===== src/rtl/core/hvps_pkg.sv =====
// ----------------------------------------------------------------------------
// hvps_pkg: shared definitions for the precharge sequencer
// Field widths, register indexes, command and fault codes.
// ----------------------------------------------------------------------------
package hvps_pkg;

    localparam int TIME_WIDTH = 32;
    localparam int VOLT_WIDTH = 16;

    localparam int CFG_WIDTH  = 16;
    localparam int FRAC_WIDTH = 9;
    localparam int IDX_WIDTH  = 3;

    // Common width for voltage-to-register compares.
    localparam int VCMP_WIDTH = (VOLT_WIDTH > CFG_WIDTH) ? VOLT_WIDTH : CFG_WIDTH;
    // Width of the fraction times battery product.
    localparam int PROD_WIDTH = VOLT_WIDTH + FRAC_WIDTH;

    // Configuration register indexes.
    localparam logic [IDX_WIDTH-1:0] REG_SETTLE       = 3'd0;
    localparam logic [IDX_WIDTH-1:0] REG_MEAS_TIMEOUT = 3'd1;
    localparam logic [IDX_WIDTH-1:0] REG_BATTERY_MIN  = 3'd2;
    localparam logic [IDX_WIDTH-1:0] REG_BATTERY_MAX  = 3'd3;
    localparam logic [IDX_WIDTH-1:0] REG_PC_MAX       = 3'd4;
    localparam logic [IDX_WIDTH-1:0] REG_PC_FRACTION  = 3'd5;
    localparam logic [IDX_WIDTH-1:0] REG_PC_MIN       = 3'd6;
    localparam logic [IDX_WIDTH-1:0] REG_OVERLAP      = 3'd7;

    // Register reset values.
    localparam logic [CFG_WIDTH-1:0]  RST_SETTLE       = 16'd200;
    localparam logic [CFG_WIDTH-1:0]  RST_MEAS_TIMEOUT = 16'd1000;
    localparam logic [CFG_WIDTH-1:0]  RST_BATTERY_MIN  = 16'd2400;
    localparam logic [CFG_WIDTH-1:0]  RST_BATTERY_MAX  = 16'd6000;
    localparam logic [CFG_WIDTH-1:0]  RST_PC_MAX       = 16'd5000;
    localparam logic [FRAC_WIDTH-1:0] RST_PC_FRACTION  = 9'd243;
    localparam logic [CFG_WIDTH-1:0]  RST_PC_MIN       = 16'd100;
    localparam logic [CFG_WIDTH-1:0]  RST_OVERLAP      = 16'd100;

    // Commands.
    localparam logic [1:0] OP_NONE   = 2'd0;
    localparam logic [1:0] OP_ENABLE = 2'd1;
    localparam logic [1:0] OP_CLEAR  = 2'd2;

    // Fault codes.
    localparam logic [2:0] FC_CLEAR        = 3'd0;
    localparam logic [2:0] FC_MEAS_TIMEOUT = 3'd1;
    localparam logic [2:0] FC_UNDERVOLT    = 3'd2;
    localparam logic [2:0] FC_OVERVOLT     = 3'd3;
    localparam logic [2:0] FC_PC_TIMEOUT   = 3'd4;
    localparam logic [2:0] FC_TOO_FAST     = 3'd5;
    localparam logic [2:0] FC_LOOP_LOST    = 3'd6;

endpackage


===== src/rtl/core/hv_precharge_sequencer.sv =====
// ----------------------------------------------------------------------------
// hv_precharge_sequencer: tractive system precharge sequencer
// Six-state sequencer driving the contactors and the precharge relay.
// The result of an item is registered and valid in the cycle after the item is accepted.
// Throughput: one item per cycle; the state update is a single registered pass.
// Input stalls only while a result is held by a stalled output register.
// Reset: asynchronous, active low; state goes to init, fault code to clear,
// start time to zero, and all configuration registers to their defaults.
// ----------------------------------------------------------------------------
module hv_precharge_sequencer
    import hvps_pkg::*;
(
    input  logic                  clk,
    input  logic                  rst_n,

    input  logic                  cfg_we,
    input  logic [IDX_WIDTH-1:0]  cfg_index,
    input  logic [CFG_WIDTH-1:0]  cfg_data,

    input  logic                  in_valid,
    output logic                  in_stall,
    input  logic                  sdc_ok,
    input  logic [1:0]            operation,
    input  logic [TIME_WIDTH-1:0] now_ms,
    input  logic [VOLT_WIDTH-1:0] pack_voltage,
    input  logic [VOLT_WIDTH-1:0] bus_voltage,

    output logic                  out_valid,
    input  logic                  out_stall,
    output logic                  air_neg_on,
    output logic                  air_pos_on,
    output logic                  precharge_on,
    output logic [2:0]            seq_state,
    output logic [2:0]            fault_code
);

    typedef enum logic [2:0] {
        ST_INIT      = 3'd0,
        ST_STANDBY   = 3'd1,
        ST_MEASURE   = 3'd2,
        ST_PRECHARGE = 3'd3,
        ST_ENERGIZED = 3'd4,
        ST_FAULT     = 3'd5
    } state_t;

    state_t                  state_reg, state_next;
    logic [TIME_WIDTH-1:0]   start_reg, start_next;
    logic [2:0]              fault_reg, fault_next;

    logic [CFG_WIDTH-1:0]    settle_reg;
    logic [CFG_WIDTH-1:0]    meas_timeout_reg;
    logic [CFG_WIDTH-1:0]    battery_min_reg;
    logic [CFG_WIDTH-1:0]    battery_max_reg;
    logic [CFG_WIDTH-1:0]    pc_max_reg;
    logic [FRAC_WIDTH-1:0]   pc_fraction_reg;
    logic [CFG_WIDTH-1:0]    pc_min_reg;
    logic [CFG_WIDTH-1:0]    overlap_reg;

    logic                    out_valid_reg;
    logic                    neg_reg, pos_reg, pc_reg;
    logic                    neg_next, pos_next, pc_next;

    logic                    accept;
    logic [TIME_WIDTH-1:0]   dt;
    logic [VCMP_WIDTH-1:0]   bat_ext;
    logic [PROD_WIDTH-1:0]   trc_scaled;
    logic [PROD_WIDTH-1:0]   bat_target;
    logic                    target_hit;

    assign in_stall = out_valid_reg && out_stall;
    assign accept   = in_valid && !in_stall;

    assign dt         = now_ms - start_reg;
    assign bat_ext    = VCMP_WIDTH'(pack_voltage);
    assign trc_scaled = {1'b0, bus_voltage, 8'd0};
    assign bat_target = PROD_WIDTH'(pc_fraction_reg) * PROD_WIDTH'(pack_voltage);
    assign target_hit = trc_scaled >= bat_target;

    always_comb
    begin
        state_next = state_reg;
        start_next = start_reg;
        fault_next = fault_reg;
        neg_next   = 1'b0;
        pos_next   = 1'b0;
        pc_next    = 1'b0;

        if (!sdc_ok)
        begin
            fault_next = FC_LOOP_LOST;
            state_next = ST_STANDBY;
        end
        else
        begin
            case (state_reg)
                ST_INIT:
                begin
                    state_next = ST_STANDBY;
                end
                ST_STANDBY:
                begin
                    if (operation == OP_ENABLE)
                    begin
                        neg_next   = 1'b1;
                        start_next = now_ms;
                        state_next = ST_MEASURE;
                    end
                end
                ST_MEASURE:
                begin
                    // Faults drive all off; waiting and moving on keep the contactor.
                    if (operation != OP_ENABLE)
                    begin
                        state_next = ST_STANDBY;
                    end
                    else if (dt < TIME_WIDTH'(settle_reg))
                    begin
                        neg_next = 1'b1;
                    end
                    else if (dt >= TIME_WIDTH'(meas_timeout_reg))
                    begin
                        fault_next = FC_MEAS_TIMEOUT;
                        state_next = ST_FAULT;
                    end
                    else if (bat_ext < VCMP_WIDTH'(battery_min_reg))
                    begin
                        fault_next = FC_UNDERVOLT;
                        state_next = ST_FAULT;
                    end
                    else if (bat_ext > VCMP_WIDTH'(battery_max_reg))
                    begin
                        fault_next = FC_OVERVOLT;
                        state_next = ST_FAULT;
                    end
                    else
                    begin
                        neg_next   = 1'b1;
                        start_next = now_ms;
                        state_next = ST_PRECHARGE;
                    end
                end
                ST_PRECHARGE:
                begin
                    if (operation != OP_ENABLE)
                    begin
                        state_next = ST_STANDBY;
                    end
                    else if (dt >= TIME_WIDTH'(pc_max_reg))
                    begin
                        fault_next = FC_PC_TIMEOUT;
                        state_next = ST_FAULT;
                    end
                    else if (target_hit && (dt <= TIME_WIDTH'(pc_min_reg)))
                    begin
                        fault_next = FC_TOO_FAST;
                        state_next = ST_FAULT;
                    end
                    else
                    begin
                        neg_next = 1'b1;
                        pc_next  = 1'b1;
                        if (target_hit)
                        begin
                            start_next = now_ms;
                            state_next = ST_ENERGIZED;
                        end
                    end
                end
                ST_ENERGIZED:
                begin
                    if (operation != OP_ENABLE)
                    begin
                        state_next = ST_STANDBY;
                    end
                    else
                    begin
                        neg_next = 1'b1;
                        pos_next = 1'b1;
                        pc_next  = dt < TIME_WIDTH'(overlap_reg);
                    end
                end
                ST_FAULT:
                begin
                    if (operation == OP_CLEAR)
                    begin
                        fault_next = FC_CLEAR;
                        state_next = ST_STANDBY;
                    end
                end
                default:
                begin
                    state_next = ST_FAULT;
                end
            endcase
        end
    end

    always_ff @(posedge clk or negedge rst_n)
    begin
        if (!rst_n)
        begin
            state_reg        <= ST_INIT;
            start_reg        <= '0;
            fault_reg        <= FC_CLEAR;
            settle_reg       <= RST_SETTLE;
            meas_timeout_reg <= RST_MEAS_TIMEOUT;
            battery_min_reg  <= RST_BATTERY_MIN;
            battery_max_reg  <= RST_BATTERY_MAX;
            pc_max_reg       <= RST_PC_MAX;
            pc_fraction_reg  <= RST_PC_FRACTION;
            pc_min_reg       <= RST_PC_MIN;
            overlap_reg      <= RST_OVERLAP;
            out_valid_reg    <= 1'b0;
            neg_reg          <= 1'b0;
            pos_reg          <= 1'b0;
            pc_reg           <= 1'b0;
            seq_state        <= ST_INIT;
            fault_code       <= FC_CLEAR;
        end
        else
        begin
            if (cfg_we)
            begin
                case (cfg_index)
                    REG_SETTLE:       settle_reg       <= cfg_data;
                    REG_MEAS_TIMEOUT: meas_timeout_reg <= cfg_data;
                    REG_BATTERY_MIN:  battery_min_reg  <= cfg_data;
                    REG_BATTERY_MAX:  battery_max_reg  <= cfg_data;
                    REG_PC_MAX:       pc_max_reg       <= cfg_data;
                    REG_PC_FRACTION:  pc_fraction_reg  <= cfg_data[FRAC_WIDTH-1:0];
                    REG_PC_MIN:       pc_min_reg       <= cfg_data;
                    REG_OVERLAP:      overlap_reg      <= cfg_data;
                    default:          overlap_reg      <= overlap_reg;
                endcase
            end

            if (accept)
            begin
                state_reg     <= state_next;
                start_reg     <= start_next;
                fault_reg     <= fault_next;
                out_valid_reg <= 1'b1;
                neg_reg       <= neg_next;
                pos_reg       <= pos_next;
                pc_reg        <= pc_next;
                seq_state     <= state_next;
                fault_code    <= fault_next;
            end
            else if (!out_stall)
            begin
                out_valid_reg <= 1'b0;
            end
        end
    end

    assign out_valid    = out_valid_reg;
    assign air_neg_on   = neg_reg;
    assign air_pos_on   = pos_reg;
    assign precharge_on = pc_reg;

`ifndef NO_ASSERTIONS
    // Neither the positive contactor nor the precharge relay closes without the negative one.
    assert property (@(posedge clk) disable iff (!rst_n)
        out_valid |-> ((!air_pos_on && !precharge_on) || air_neg_on))
        else $error("positive path closed without negative contactor");

    // The fault state always reports everything open.
    assert property (@(posedge clk) disable iff (!rst_n)
        (out_valid && (seq_state == 3'(ST_FAULT)))
            |-> (!air_neg_on && !air_pos_on && !precharge_on))
        else $error("outputs closed in fault state");

    // A lost safety loop is reported as standby with the loop-lost code.
    assert property (@(posedge clk) disable iff (!rst_n)
        (accept && !sdc_ok) |=>
            (out_valid && (seq_state == 3'(ST_STANDBY)) && (fault_code == FC_LOOP_LOST)))
        else $error("loop lost not handled");

    // The input side only stalls behind a held result.
    assert property (@(posedge clk) disable iff (!rst_n)
        in_stall |-> out_valid)
        else $error("input stalled with no result pending");
`endif

endmodule

===== config.mk =====
export PLATFORM = sky130hd
export DESIGN_NAME = hv_precharge_sequencer
export DESIGN_NICKNAME = d
export VERILOG_FILES = /design/src/rtl/core/hvps_pkg.sv /design/src/rtl/core/hv_precharge_sequencer.sv
export SDC_FILE = /design/constraint.sdc
export NUM_CORES = 1
export LEC_CHECK = 0
export BUFFER_PORTS_ARGS = -buffer_cell sky130_fd_sc_hd__buf_2
export CELL_PAD_IN_SITES_DETAIL_PLACEMENT = 0
export CELL_PAD_IN_SITES_GLOBAL_PLACEMENT = 1
export CORE_ASPECT_RATIO = 1.75
export CORE_MARGIN = 2
export CORE_UTILIZATION = 39
export CTS_CLUSTER_DIAMETER = 100
export DETAILED_ROUTE_END_ITERATION = 8
export PLACE_DENSITY = 0.71
export SETUP_SLACK_MARGIN = 0.3
export SYNTH_ARGS = -nofsm -noshare
export SYNTH_HDL_FRONTEND = slang
export SYNTH_SLANG_ARGS = --single-unit

===== constraint.sdc =====
create_clock -name clk -period 8.95 [get_ports clk]
set_input_delay 1.3425 -clock clk [delete_from_list [all_inputs] [get_ports clk]]
set_output_delay 1.3425 -clock clk [all_outputs]
set_load 0.03 [all_outputs]

==> flow_summary.json <==
{
  "postRouteAntennaNets": 0,
  "status": "completed",
  "path_common_cell": "a21o_1",
  "rsz0062_at_grt": "no",
  "crit_type": "input pin to register",
  "vias": 12290,
  "ctsResizeCount": 0,
  "post-dp-hpwl_um": 34480,
  "grt_max_degree": 95,
  "synth.distinct_cells": 75,
  "setup-tns-final_ns": 0,
  "cpPeakStageDelay_ns": 0.56,
  "coreArea_mm2": 0.04017,
  "ys_warn_count": 0,
  "cts.sink_count": 163,
  "wl_um": 42570,
  "syn_nets": 2105,
  "synth-edff-count": 0,
  "cts_buffers": 17,
  "synth_fa_ha_area_frac": 0.2842,
  "syn_avg_cell_area_um2": 9.278,
  "yosys.area_share.simple": 0.1352,
  "crit_fanout": 11,
  "drt_iter0_drc": 396,
  "grt_pass1_wl_um": 68610,
  "fp-row-count": 97,
  "max_slew_margin": 0.3288,
  "numPortBuffers": 101,
  "max_freq_mhz": 123.6,
  "synthArstFlopShare": 1.000,
  "use_met1": 0.2070,
  "clk_path_buf_depth": 2,
  "synth_top_family_by_area": "adder cells",
  "dr.pass1.iters": 5,
  "period_share": 0.9042,
  "crit_start": "pack_voltage[3]",
  "synthTopCellsByArea": "dfrtp_1 (20%), ha_1 (16%), fa_1 (13%)",
  "hold_path_class": "register to register",
  "min_from": "overlap_reg[11]",
  "synth-compound-area-share": 0.1426,
  "cap_violations": 0,
  "largest_reg_flops": 32,
  "grtUsageMet2": 0.4173,
  "yosys.area.top_type": "dfrtp_1",
  "drive_above_1_share": 0.1660,
  "met3_usage": 0.02291,
  "slew_viol_final": 0,
  "tightestPinTransition_ns": 1.002,
  "rrSetupSlack_ns": 1.16,
  "required_ns": 9.27,
  "finalClockSkew_ns": 0.01359,
  "crit_arrival_ns": 8.41,
  "end_kind": "register",
  "htree_num_levels": 4,
  "cts_setup_buffers": 0,
  "grt_pass1_vias": 13230,
  "clkTransAtPathRegs_ns": 0.06,
  "grt_use_total": 0.2091,
  "post_drt_via_cell_ratio": 5.224,
  "cts_tree": "yes",
  "seq_area_frac_synth": 0.2595,
  "synth_most_common_cell": "inv_1",
  "min_period_ns": 8.093,
  "synth_ff_type": "dfrtp_1",
  "crit_path_start_kind": "input pin",
  "die_area_mm2": 0.04245,
  "hold_viol": 0,
  "start_util": 0.3956,
  "gp_congestion": 0.8890,
  "die-width_um": 156.6,
  "grt_busiest_layer": "met2",
  "antenna_found_initial": 1,
  "dieHeight_um": 271.1,
  "grt_overflow": 0,
  "multi_input_area_mm2": 0.01052,
  "synthToLayoutAreaGrowth_pct": 10.64,
  "insertion_delay_ns": 0.44,
  "synth_top_area_frac": 0.1984,
  "synth_area_mm2": 0.01589,
  "synth_xor_area_frac": 0.02149,
  "root_buffer": "clkbuf_16",
  "worst_path_max_delay_cell": "fa_1",
  "ys_ff_latch": 163,
  "synth.area.mux_share": 0.07691,
  "hold_buffers": 0,
  "setup_violations": 0,
  "io_pins": 102,
  "netlist_instances": 1713,
  "wire_per_inst_um": 18.10,
  "drcViolationCount": 0,
  "fin_nets": 2186,
  "fillCellCount": 4018,
  "seqCellArea_mm2": 0.004125,
  "worstReg2RegStart": "pc_fraction_reg[1]",
  "yosys-top-cells-count": "inv_1 (266), ha_1 (201), nand2_1 (183)"
}
## layout make-up
type	instances	area share
Timing Repair Buffer	118	0.03778
Sequential cell	163	0.2346
Inverter	266	0.05678
Antenna cell	1	0.0001423
Clock inverter	12	0.009037
Multi-Input combinational cell	1228	0.5981
Tap cell	544	0.03871
Clock buffer	20	0.02483
## final timing paths
check | endpoint | depth (start not counted)
min in group asynchronous | pc_max_reg[0] | 1
worst max-delay path | fault_reg[1] | 32
worst max register to register | fault_reg[1] | 31
worst min-delay path | overlap_reg[11] | 1
worst min register to register | overlap_reg[11] | 1
max in group asynchronous | battery_min_reg[9] | 2
## layout by cell type, fill, tap and decap left out, types with 5 or more instances in the layout
cell type	n
a2111oi_0	6
a211o_1	7
a211oi_1	8
a21o_1	44
a21oi_1	69
a31oi_1	10
and2_1	83
buf_2	100
buf_4	15
clkbuf_16	17
clkinvlp_4	5
dfrtp_1	126
dfstp_2	37
fa_1	100
ha_1	201
inv_1	266
mux2_2	65
mux2_4	30
nand2_1	183
nand2b_1	14
nand3_1	17
nand4_1	33
nor2_1	56
nor2b_1	14
nor3_1	11
o211ai_1	10
o21a_1	12
o21ai_0	110
o21bai_1	11
o31ai_1	7
or3_1	7
xnor2_1	22
xor2_1	17
## metal layers
| metal | part of all wire | vias up |
|---|---|---|
| li1 | - | 5956 |
| met1 | 0.36 | 6027 |
| met4 | 0.052 | 0 |
| met5 | 0 | - |
| met2 | 0.57 | 209 |
| met3 | 0.020 | 96 |
## critical path, delay by kind of cell
kind,cells,cell delay (ns)
xor+xnor,1,0.16
buf+inv,7,0.89
simple gates,3,0.43
fa+ha+maj,6,2.58
compound gates,15,3.00
## cell families (layout without fill, tap and decap cells)
family,after synthesis,in the layout
flip-flops,163,163
adder cells (fa/ha/maj),301,301
multiplexers,99,99
buffers and inverters,322,416
AND/OR/NAND/NOR,440,440
AO/OA/AOI/OAI,349,349
XOR/XNOR,39,39
other,0,1
## stage by stage
step	hold slack (ns)	utilization	std cells	setup slack, ns	instance area, um2
global route	0.5184	0.4377	2352	0.3539	17580
detailed placement	0.4926	0.4228	2319	0.3028	16990
floorplan	0.4737	-	1713	1.349	15890
global placement	0.4853	0.4228	2319	0.3405	16990
CTS	0.5073	0.4377	2351	0.7667	17580
finish	0.5046	0.4377	2352	0.8572	17580
Power is left out: the tool's default activity adds up to more than one toggle a clock period on the data nets, which glitch-free logic cannot reach.
